===== config.mk =====
export PLATFORM = sky130hd
export DESIGN_NAME = pwm_duty_bit_decoder_top
export DESIGN_NICKNAME = d
export VERILOG_FILES = /design/src/sv/pdbd_pkg.sv /design/src/sv/pwm_duty_bit_decoder_top.sv /design/src/sv/pdbd_front.sv /design/src/sv/pdbd_queue.sv /design/src/sv/pdbd_back.sv
export SDC_FILE = /design/constraint.sdc
export NUM_CORES = 1
export LEC_CHECK = 0
export ABC_CLOCK_PERIOD_IN_PS = 7000
export BUFFER_PORTS_ARGS = -buffer_cell sky130_fd_sc_hd__buf_2
export CELL_PAD_IN_SITES_DETAIL_PLACEMENT = 1
export CELL_PAD_IN_SITES_GLOBAL_PLACEMENT = 1
export CORE_MARGIN = 2
export CORE_UTILIZATION = 42
export CTS_CLUSTER_DIAMETER = 120
export DETAILED_ROUTE_END_ITERATION = 10
export PLACE_DENSITY_LB_ADDON = 0.1
export SLEW_MARGIN = 10
export SYNTH_ARGS = -nofsm -noshare
export SYNTH_HDL_FRONTEND = slang
export SYNTH_SLANG_ARGS = --single-unit

===== constraint.sdc =====
create_clock -name i_clk -period 7 [get_ports i_clk]
set_input_delay 1.4 -clock i_clk [delete_from_list [all_inputs] [get_ports i_clk]]
set_output_delay 1.4 -clock i_clk [all_outputs]
set_load 0.1 [all_outputs]

===== src/sv/pdbd_pkg.sv =====
// ----------------------------------------------------------------------------
// pdbd_pkg
// Shared types and constants of the pulse-width bit decoder.
// ----------------------------------------------------------------------------
package pdbd_pkg;

    localparam int PeriodW     = 16;
    localparam int HighW       = 16;
    localparam int WordW       = 16;
    localparam int JitterW     = 10;
    localparam int PdCodeW     = 8;
    localparam int WordBitsDef = 16;
    localparam int QueueDepth  = 2;

    localparam int unsigned CfgIdxW = 1;

    localparam logic [CfgIdxW-1:0] CFG_JITTER = 1'd0;
    localparam logic [CfgIdxW-1:0] CFG_PDCODE = 1'd1;

    localparam logic [JitterW-1:0] JitterRst = 10'd4;
    localparam logic [PdCodeW-1:0] PdCodeRst = 8'hfe;

    // Pulse class codes
    typedef logic [1:0] t_cls;
    localparam t_cls CLS_MARK = 2'd0;
    localparam t_cls CLS_ZERO = 2'd1;
    localparam t_cls CLS_ONE  = 2'd2;

    typedef struct packed {
        t_cls cls;
    } t_qent;

    typedef struct packed {
        logic [JitterW-1:0] jitter;
        logic [PdCodeW-1:0] pdcode;
    } t_cfg;

endpackage


===== src/sv/pwm_duty_bit_decoder_top.sv =====
// ----------------------------------------------------------------------------
// pwm_duty_bit_decoder_top
// Pulse-width bit decoder: turns captured pulse widths into 16-bit words.
// ----------------------------------------------------------------------------
// Takes one pulse per clock unless the queue is full; a pulse is classified in
// the cycle it is accepted and queued. The shifter dequeues one pulse per clock
// unless a held beat waits; a mark's word passes the queue and output register.
// Throughput is one beat per cycle while the master accepts; its back-pressure
// fills the two-entry queue before the slave side stalls. The user must write
// configuration only while idle; the block does not enforce it.
// ----------------------------------------------------------------------------
module pwm_duty_bit_decoder_top #(
    parameter int WORD_BITS = pdbd_pkg::WordBitsDef
) (
    input  logic        i_clk,
    input  logic        i_rst_n,
    // config write port
    input  logic                          i_cfg_we,
    input  logic [pdbd_pkg::CfgIdxW-1:0]  i_cfg_index,
    input  logic [pdbd_pkg::JitterW-1:0]  i_cfg_wdata,
    // slave stream
    input  logic        s_axis_tvalid,
    output logic        s_axis_tready,
    input  logic [31:0] s_axis_tdata,   // [15:0] period_count, [31:16] high_count
    // master stream
    output logic        m_axis_tvalid,
    input  logic        m_axis_tready,
    output logic [15:0] m_axis_tdata,   // [15:0] word
    output logic        m_axis_tuser    // [0] is_powerdown
);
    import pdbd_pkg::*;

    t_cfg  r_cfg;
    logic  keep;
    t_qent f_ent;
    t_qent q_ent;
    logic  q_full;
    logic  q_empty;
    logic  pop;
    logic  push;

    always_ff @(posedge i_clk) begin
        if (!i_rst_n) begin
            r_cfg.jitter <= JitterRst;
            r_cfg.pdcode <= PdCodeRst;
        end else if (i_cfg_we) begin
            unique case (i_cfg_index)
                CFG_JITTER: r_cfg.jitter <= i_cfg_wdata;
                CFG_PDCODE: r_cfg.pdcode <= i_cfg_wdata[PdCodeW-1:0];
                default:    r_cfg        <= r_cfg;
            endcase
        end
    end

    assign s_axis_tready = !q_full;
    assign push          = s_axis_tvalid && s_axis_tready && keep;

    pdbd_front u_front (
        .i_period (s_axis_tdata[PeriodW-1:0]),
        .i_high   (s_axis_tdata[PeriodW+HighW-1:PeriodW]),
        .i_jitter (r_cfg.jitter),
        .o_keep   (keep),
        .o_ent    (f_ent)
    );

    pdbd_queue u_queue (
        .i_clk   (i_clk),
        .i_rst_n (i_rst_n),
        .i_push  (push),
        .i_ent   (f_ent),
        .o_full  (q_full),
        .o_empty (q_empty),
        .i_pop   (pop),
        .o_ent   (q_ent)
    );

    pdbd_back #(
        .WORD_BITS (WORD_BITS)
    ) u_back (
        .i_clk    (i_clk),
        .i_rst_n  (i_rst_n),
        .i_avail  (!q_empty),
        .i_ent    (q_ent),
        .o_pop    (pop),
        .i_pdcode (r_cfg.pdcode),
        .o_valid  (m_axis_tvalid),
        .i_ready  (m_axis_tready),
        .o_word   (m_axis_tdata),
        .o_pd     (m_axis_tuser)
    );

endmodule


===== src/sv/pdbd_front.sv =====
// ----------------------------------------------------------------------------
// pdbd_front
// Classifies one pulse per cycle against half, quarter and three-quarter period.
// ----------------------------------------------------------------------------
module pdbd_front (
    input  logic [pdbd_pkg::PeriodW-1:0] i_period,
    input  logic [pdbd_pkg::HighW-1:0]   i_high,
    input  logic [pdbd_pkg::JitterW-1:0] i_jitter,
    output logic                         o_keep,
    output pdbd_pkg::t_qent              o_ent
);
    import pdbd_pkg::*;

    localparam int DiffW = PeriodW + 2;

    logic signed [DiffW-1:0] half_s;
    logic signed [DiffW-1:0] quarter_s;
    logic signed [DiffW-1:0] tq_s;
    logic signed [DiffW-1:0] high_s;
    logic signed [DiffW-1:0] jit_s;
    logic signed [DiffW-1:0] d_half;
    logic signed [DiffW-1:0] d_quarter;
    logic signed [DiffW-1:0] d_tq;
    logic                    ok_half;
    logic                    ok_quarter;
    logic                    ok_tq;

    always_comb begin
        half_s    = signed'(DiffW'({1'b0, i_period[PeriodW-1:1]}));
        quarter_s = signed'(DiffW'({2'b0, i_period[PeriodW-1:2]}));
        tq_s      = half_s + quarter_s;
        high_s    = signed'(DiffW'(i_high));
        jit_s     = signed'(DiffW'(i_jitter));
        d_half    = half_s - high_s;
        d_quarter = quarter_s - high_s;
        d_tq      = tq_s - high_s;
        // strict window both ways; zero jitter never passes
        ok_half    = (d_half < jit_s) && (d_half > -jit_s);
        ok_quarter = (d_quarter < jit_s) && (d_quarter > -jit_s);
        ok_tq      = (d_tq < jit_s) && (d_tq > -jit_s);
    end

    always_comb begin
        o_keep    = 1'b1;
        o_ent.cls = CLS_MARK;
        priority if (ok_half) begin
            o_ent.cls = CLS_MARK;
        end else if (ok_quarter) begin
            o_ent.cls = CLS_ZERO;
        end else if (ok_tq) begin
            o_ent.cls = CLS_ONE;
        end else begin
            o_keep = 1'b0;
        end
    end

endmodule


===== src/sv/pdbd_queue.sv =====
// ----------------------------------------------------------------------------
// pdbd_queue
// Short queue of classified pulses between front and back.
// ----------------------------------------------------------------------------
module pdbd_queue (
    input  logic            i_clk,
    input  logic            i_rst_n,
    input  logic            i_push,
    input  pdbd_pkg::t_qent i_ent,
    output logic            o_full,
    output logic            o_empty,
    input  logic            i_pop,
    output pdbd_pkg::t_qent o_ent
);
    import pdbd_pkg::*;

    localparam int PtrW = (QueueDepth > 1) ? $clog2(QueueDepth) : 1;
    localparam int CntW = $clog2(QueueDepth + 1);

    t_qent            r_mem [QueueDepth];
    logic [PtrW-1:0]  r_wr_ptr;
    logic [PtrW-1:0]  r_rd_ptr;
    logic [CntW-1:0]  r_cnt;
    logic [PtrW-1:0]  n_wr_ptr;
    logic [PtrW-1:0]  n_rd_ptr;
    logic [CntW-1:0]  n_cnt;

    assign o_full  = (r_cnt == CntW'(QueueDepth));
    assign o_empty = (r_cnt == '0);
    assign o_ent   = r_mem[r_rd_ptr];

    always_comb begin
        n_wr_ptr = r_wr_ptr;
        n_rd_ptr = r_rd_ptr;
        n_cnt    = r_cnt;
        if (i_push) begin
            n_wr_ptr = (r_wr_ptr == PtrW'(QueueDepth - 1)) ? '0 : r_wr_ptr + 1'b1;
        end
        if (i_pop) begin
            n_rd_ptr = (r_rd_ptr == PtrW'(QueueDepth - 1)) ? '0 : r_rd_ptr + 1'b1;
        end
        if (i_push && !i_pop) begin
            n_cnt = r_cnt + 1'b1;
        end else if (i_pop && !i_push) begin
            n_cnt = r_cnt - 1'b1;
        end
    end

    always_ff @(posedge i_clk) begin
        if (!i_rst_n) begin
            r_wr_ptr <= '0;
            r_rd_ptr <= '0;
            r_cnt    <= '0;
        end else begin
            r_wr_ptr <= n_wr_ptr;
            r_rd_ptr <= n_rd_ptr;
            r_cnt    <= n_cnt;
        end
    end

    always_ff @(posedge i_clk) begin
        if (i_push) begin
            r_mem[r_wr_ptr] <= i_ent;
        end
    end

    a_no_overflow: assert property (@(posedge i_clk) disable iff (!i_rst_n)
        !(i_push && o_full && !i_pop))
        else $error("queue push while full");

    a_no_underflow: assert property (@(posedge i_clk) disable iff (!i_rst_n)
        !(i_pop && o_empty))
        else $error("queue pop while empty");

    a_cnt_range: assert property (@(posedge i_clk) disable iff (!i_rst_n)
        r_cnt <= CntW'(QueueDepth))
        else $error("queue fill count out of range");

endmodule


===== src/sv/pdbd_back.sv =====
// ----------------------------------------------------------------------------
// pdbd_back
// Shifts in data bits, emits on a mark after exactly WORD_BITS, holds the beat.
// ----------------------------------------------------------------------------
module pdbd_back #(
    parameter int WORD_BITS = pdbd_pkg::WordBitsDef
) (
    input  logic                         i_clk,
    input  logic                         i_rst_n,
    input  logic                         i_avail,
    input  pdbd_pkg::t_qent              i_ent,
    output logic                         o_pop,
    input  logic [pdbd_pkg::PdCodeW-1:0] i_pdcode,
    output logic                         o_valid,
    input  logic                         i_ready,
    output logic [pdbd_pkg::WordW-1:0]   o_word,
    output logic                         o_pd
);
    import pdbd_pkg::*;

    localparam int CntW = $clog2(WORD_BITS + 2);
    localparam logic [CntW-1:0] CntFull = CntW'(WORD_BITS);
    localparam logic [CntW-1:0] CntSat  = CntW'(WORD_BITS + 1);

    logic [WordW-1:0] r_shift;
    logic [CntW-1:0]  r_count;
    logic             r_valid;
    logic [WordW-1:0] r_word;
    logic             r_pd;
    logic [WordW-1:0] n_shift;
    logic [CntW-1:0]  n_count;
    logic             emit;

    assign o_pop   = i_avail && (!r_valid || i_ready);
    assign o_valid = r_valid;
    assign o_word  = r_word;
    assign o_pd    = r_pd;

    always_comb begin
        n_shift = r_shift;
        n_count = r_count;
        emit    = 1'b0;
        unique case (i_ent.cls)
            CLS_MARK: begin
                emit    = (r_count == CntFull);
                n_shift = '0;
                n_count = '0;
            end
            CLS_ZERO, CLS_ONE: begin
                n_shift = {r_shift[WordW-2:0], (i_ent.cls == CLS_ONE)};
                if (r_count < CntSat) begin
                    n_count = r_count + 1'b1;
                end
            end
            default: begin
                n_shift = r_shift;
            end
        endcase
    end

    always_ff @(posedge i_clk) begin
        if (!i_rst_n) begin
            r_shift <= '0;
            r_count <= '0;
            r_valid <= 1'b0;
        end else begin
            if (o_pop) begin
                r_shift <= n_shift;
                r_count <= n_count;
            end
            if (o_pop && emit) begin
                r_valid <= 1'b1;
            end else if (i_ready) begin
                r_valid <= 1'b0;
            end
        end
    end

    always_ff @(posedge i_clk) begin
        if (o_pop && emit) begin
            r_word <= r_shift;
            r_pd   <= (r_shift[WordW-1:WordW-8] == i_pdcode);
        end
    end

    a_count_sat: assert property (@(posedge i_clk) disable iff (!i_rst_n)
        r_count <= CntSat)
        else $error("bit count beyond saturation");

    a_rise_from_pop: assert property (@(posedge i_clk) disable iff (!i_rst_n)
        $rose(r_valid) |-> $past(o_pop))
        else $error("output beat without a dequeued mark");

    a_mark_clears: assert property (@(posedge i_clk) disable iff (!i_rst_n)
        (o_pop && i_ent.cls == CLS_MARK) |=> (r_count == '0 && r_shift == '0))
        else $error("mark did not clear the word");

endmodule

======== Word-level counts from Yosys, hierarchy flattened ========
Memory sizes are Yosys's and may differ from the RTL's. A register that Yosys moved wholly into a read port is not among the register bits.
Cells that the tools add are included.
storage, ports and cells
  bits in registers ....................... 61
  memory bits (writable) .................. 4
  input bits .............................. 48
  output and inout bits ................... 19
  logic and storage cells ................. 80
  memories ................................ 1
memory list
  memory         words  width  read ports  clocked after Yosys merged registers in  write ports  line              text
  u_queue.r_mem  2      2      1           1                                        1            pdbd_queue.sv:20  t_qent r_mem [QueueDepth];
operators by class
  $add $sub $neg .......................... 10
  order comparisons ....................... 7
  equal/unequal tests ..................... 6
  muxes and demuxes ....................... 20
  bitwise operators ....................... 1
  reductions and logical operators ........ 25
operators by type and width
  kind                   count
  $gt A18 B18 Y1         3
  $lt A18 B11 Y1         3
  $pmux W16 S2           1
  $neg A10 Y18           1
  $sub A18 B17 Y18       1
  $sub A14 B16 Y17       1
  $sub A15 B16 Y17       1
  $add A15 B14 Y16       1
  $mux W1                12
  $mux W2                5
  $pmux W5 S2            1
  $logic_and A1 B1 Y1    9
  $eq A8 B8 Y1           1
  $reduce_and A2 Y1      3
  $reduce_bool A2 Y1     3
  $add A5 B1 Y5 const B  1
  $eq A5 B5 Y1 const B   1
  $logic_not A1 Y1       5
  $lt A5 B5 Y1 const B   1
  $mux W5                1
  $eq A2 B2 Y1 const B   2
  $logic_not A2 Y1       2
  $reduce_and A3 Y1      1
  $add A1 B1 Y1 const B  2
  other kinds (7)        7

======== Longest topological paths before layout ========
  depth in word-level cells ............... 12
  mapped depth ............................ 35
  mapped depth without buffers ............ 34

======== Modules after synthesis ========
From an unflattened synthesis, not the netlist that was laid out.
unflattened totals
  cell total of the unflattened synthesis .. 855
  area total of the unflattened synthesis .. 7348.3 µm²
by module, submodules not included
  module                    instances  cells each  area each (µm²)  sequential area each (µm²)
  pdbd_front                1          596         4589.4           0.0
  pdbd_back                 1          148         1630.3           950.9
  pwm_duty_bit_decoder_top  1          83          767.0            360.3
  pdbd_queue                1          28          361.6            220.2

======== Least setup slack after synthesis ========
No wires, ideal clock.
  kind .................................... input-to-reg
  from .................................... in s_axis_tdata[1]
  to ...................................... reg u_queue.r_cnt[1]
  setup time .............................. 76 ps
  arrival ................................. 6949 ps
  required time ........................... 6924 ps
  setup slack ............................. -25 ps
  stages on the path ...................... 34
  buffers on the path ..................... 1
  cell sequence ........................... ha_1 > inv_1 > fa_1 > nor2b_1 > o21ai_0 > a21boi_0 > o21ai_0 > a21boi_0 > o21ai_0 > a21o_1 > nand2b_1 > xor2_1 > ha_1 > clkbuf_1 > a2111oi_0 > o21ai_1 > nand3_1 > o31ai_1 > o22ai_1 > nor2b_1 > or2_2 > inv_1 > ha_1 > nand3_1 > nor2_1 > a31oi_1 > nor2_1 > o31ai_1 > a21oi_4 > nor3_2 > nor2_1 > ha_1 > or3_1 > a21boi_0
between the ends
  longest elaborated chain between the ends .. 11
  elaborated cells between the ends (all ways) .. 18
  classes of those cells .................. add/sub: 3; order compare: 4; mux: 4; reduce/logical: 7
RTL lines
  what                                                     line                            text
  from (decl)                                              pwm_duty_bit_decoder_top.sv:24  input logic [31:0] s_axis_tdata,
  $add A15 B14 Y16                                         pdbd_front.sv:31                tq_s = half_s + quarter_s;
  $sub A18 B17 Y18                                         pdbd_front.sv:36                d_tq = tq_s - high_s;
  $lt A18 B11 Y1 / $gt A18 B18 Y1 (equally long branches)  pdbd_front.sv:40                ok_tq = (d_tq < jit_s) && (d_tq > -jit_s);
  $logic_and A1 B1 Y1                                      pdbd_front.sv:40
  $mux W1                                                  pdbd_front.sv:50                end else if (ok_tq) begin
  $mux W1                                                  pdbd_front.sv:48                end else if (ok_quarter) begin
  $mux W1 *                                                pdbd_front.sv:46                priority if (ok_half) begin
  $logic_and A1 B1 Y1 *                                    pwm_duty_bit_decoder_top.sv:56  assign push = s_axis_tvalid && s_axis_tready && keep;
  net push                                                 pwm_duty_bit_decoder_top.sv:40  logic push;
  $logic_not A1 Y1                                         pdbd_queue.sv:44                end else if (i_pop && !i_push) begin
  $logic_and A1 B1 Y1                                      pdbd_queue.sv:44
  $reduce_bool A2 Y1 (no source line)                      -
  to (signal assigned)                                     pdbd_queue.sv:57                r_cnt <= n_cnt;
  to (decl)                                                pdbd_queue.sv:23                logic [CntW-1:0] r_cnt;
The timed path passes the listed nets; every way through them passes the cells marked *.
A chain may end at the register's enable or synchronous reset.

======== Final worst setup path ========
  from .................................... in s_axis_tdata[2]
  to ...................................... reg u_queue.r_cnt[1]
The elaborated chain is that of the path after synthesis.

==> impl_metrics.csv <==
group,metric,value,unit
setup_path,crit_type,"in2reg",
grt,grt_pass1_wl,34300,microns
timing,setup_violations,0,
layout,syn_to_final_growth,21.2,%
clocking,cts_tree,"yes",
synthesis,yosysTopAreaCellShare,24.6,%
route,drt_pre_antenna_iters,4,
worst_hold_path,worst_hold_path_type,"reg2reg",
synthesis,synth_area_per_cell,8.23,sq um
synthesis,syn_nets,1116,
synthesis,yosys.area.top_type,"ha_1",
timing,drv_slew,0,
floorplan,die_w,138,microns
timing,tightest_slew,1120,ps
setup_path,critPathRequiredTime,7260,ps
grt,grt_pass1_vias,7303,
route,drc,0,
synthesis,synth_common_cells,"ha_1, nand2_1, inv_1",
synthesis,syn-instance-count,916,
grt,grt_util_met2,41.7,%
layout,final_util,52.5,%
route,ant_nets,0,
route,num_vias,7077,
power,internal_power,1240,uW
power,p_comb_share,58.5,%
clocking,clk_latency,330,ps
status,status,"complete, no violations",
synthesis,synth_edf_count,21,
setup_path,critPathCaptureType,"register",
power,power.switching,882,uW
setup_path,cp_common_cell,"ha_4",
route,drtIter0Drc,256,
route,via_per_inst,5.57,
synthesis,synth_area,7540,sq um
timing,hold_viol_final,0,
grt,grtUsageMet1,27.8,%
floorplan,floorplan.initialDensity,43.3,%
clocking,root_buffer,"clkbuf_16",
synthesis,synth.yosys.warnings,0,
grt,grt_max_degree,45,
timing,finalCriticalPeriod,6680,ps
synthesis,yosys_register_bits,66,
grt,antenna_found_initial,0,
setup_path,cp_max_fo,6,
timing,min_period_over_period,95.4,%
placed_design,dpl.cell_count,1243,
synthesis,seq_area_frac_synth,20.3,%
grt,busiest_layer,"met2",
floorplan,rows,48,
layout,antenna_cells,0,
setup_path,setup.worst_path.start_class,"input port",
placed_design,routabilityCongestion,0.862,
power,power_density,232,nW/um^2
timing,skew,5.42,ps
setup_path,slowest_stage,"o31a_1",
layout,final_area,9140,sq um
clocking,cts_buffer_depth,2,
clocking,cts_made_buffers,9,
power,power_frac_seq,21.5,%
power,p_leak,0.00413,uW
run,maxCapViolCount,0,
placed_design,place_hpwl,17400,microns
layout,finalNonFillerCells,1270,
power,totalPowerFinal,2120,uW
synthesis,yosys-top-cells-area,"ha_1, dfxtp_1, edfxtp_1",
floorplan,die_y,138,microns
clocking,cts_max_level,3,
placed_design,place_area,8490,sq um
power,peakVddDrop,0.182,mV
layout,nFillCells,2146,
synthesis,synth_most_common_cell,"ha_1",
synthesis,async_flop_share,0,%
route,drt-total-wl,21100,microns
synthesis,synth_cell_types,72,
timing,slew_headroom,25.3,%
route,avgRoutedWirePerCell,16.6,microns
floorplan,core_area,17400,sq um
layout,drive_gt1_share,19.6,%
synthesis,synthFlopType,"dfxtp_1",
placed_design,portBuffers,65,
timing,fin_tns_setup,0,ps
clocking,clkTransAtPathRegs,50,ps
timing,fmax,0.150,GHz
setup_path,cp.arrival,6940,ps
setup_path,crit_path_max_incr_delay,340,ps
power,pwr-share-clk,20.0,%
layout,nets,1240,
floorplan,io_pins,67,
floorplan,fp.dieArea,19000,sq um
clocking,clock_sinks,66,
grt,grt_overflow,0,
power,switching_share,41.7,%
grt,grt_usage,22.7,%
grt,met3_usage,2.16,%
[kinds of logic after synthesis]
kind of cell    after synthesis  synth area share, %
simple gates                308                 20.2
compound gates              241                 21.8
fa+ha+maj                   152                 25.6
buf+inv                      83                 4.27
flops                        66                 20.3
xor+xnor                     61                 7.09
mux                           5                0.664
[per-layer routing]
layer	share of wire [%]	wire, microns
met1	46	9690
met2	49	10400
met3	2.3	483
met4	2.3	492
met5	0	0
[path summary, 6_finish.rpt]
path                startpoint          endpoint  slack (ps)  cells after the start
min          u_back.r_shift[4]  u_back.o_word[4]         470                      0
max            s_axis_tdata[2]  u_queue.r_cnt[1]         320                     31
min reg2reg  u_back.r_shift[4]  u_back.o_word[4]         470                      0
max reg2reg          r_cfg[10]  u_queue.r_cnt[1]        2230                     19
[stage by stage]
step	hold slack [ps]	setup WS [ps]
5_1_grt	486	-23.1
6_report	466	324
3_5_place_dp	453	-538
2_1_floorplan	430	26.7
4_1_cts	465	6.94
3_3_place_gp	447	-394
[cells in the final DEF, fill, tap and decap left out, drive strengths merged, types with 4 or more instances in the layout]
| cell type | count |
|---|---|
| o21a | 19 |
| nor4 | 18 |
| mux2i | 5 |
| or2 | 8 |
| and2 | 7 |
| xor2 | 15 |
| nor3 | 14 |
| clkbuf | 12 |
| dfxtp | 45 |
| nand2b | 12 |
| a21boi | 33 |
| fa | 4 |
| nand2 | 97 |
| o211ai | 5 |
| a2111oi | 4 |
| a21oi | 56 |
| nand4 | 16 |
| a31oi | 7 |
| inv | 66 |
| a21o | 24 |
| o21ai | 41 |
| o22ai | 4 |
| o2111ai | 6 |
| or3 | 7 |
| nor2 | 55 |
| a211oi | 5 |
| o31ai | 6 |
| nor3b | 6 |
| nor2b | 17 |
| a211o | 5 |
| buf | 130 |
| ha | 148 |
| nand3 | 38 |
| xnor2 | 46 |
| edfxtp | 21 |
[power by group through the flow]
stage | logic, uW | clock network [uW] | registers [uW]
4_1_cts | 1160 | 430 | 454
3_3_place_gp | 1110 | 0 | 460
2_1_floorplan | 788 | 0 | 452
6_report | 1240 | 424 | 455
5_1_grt | 1400 | 448 | 458
3_5_place_dp | 1150 | 0 | 460
[flip-flops by register name, summed over array words and instances, names as in the netlist, 2 cells and up, named ones only]
register        cells
r_cfg              18
u_back.o_word      16
u_back.r_shift     16
u_back.r_count      5
u_queue.r_mem       4
u_queue.r_cnt       2
[repair_timing]
item / 4_1_cts / 5_1_grt
hold buffers: 0 / 0
buffers inserted: 0 / 11
resized for setup: 10 / 56
pin swaps: 4 / 40
endpoints found under the setup margin: 2 / 9
[layout make-up]
type,count,area (sq um),share of cell area (%)
clock buffers,12,236,2.59
clock inverters,4,42.5,0.466
inverters,66,248,2.71
multi-input cells,767,5970,65.3
flip-flops and latches,66,1530,16.8
well taps,225,282,3.08
repair buffers,130,830,9.08
[critical path: cells and delay by family]
family                     cells  cell delay, ps
AOI/OAI and AO/OA             15            2680
and+or+nand+nor               10            1750
adders and majority gates      4             900
buffers and inverters          2             220
No activity file was read; power rests on OpenSTA's default activity.
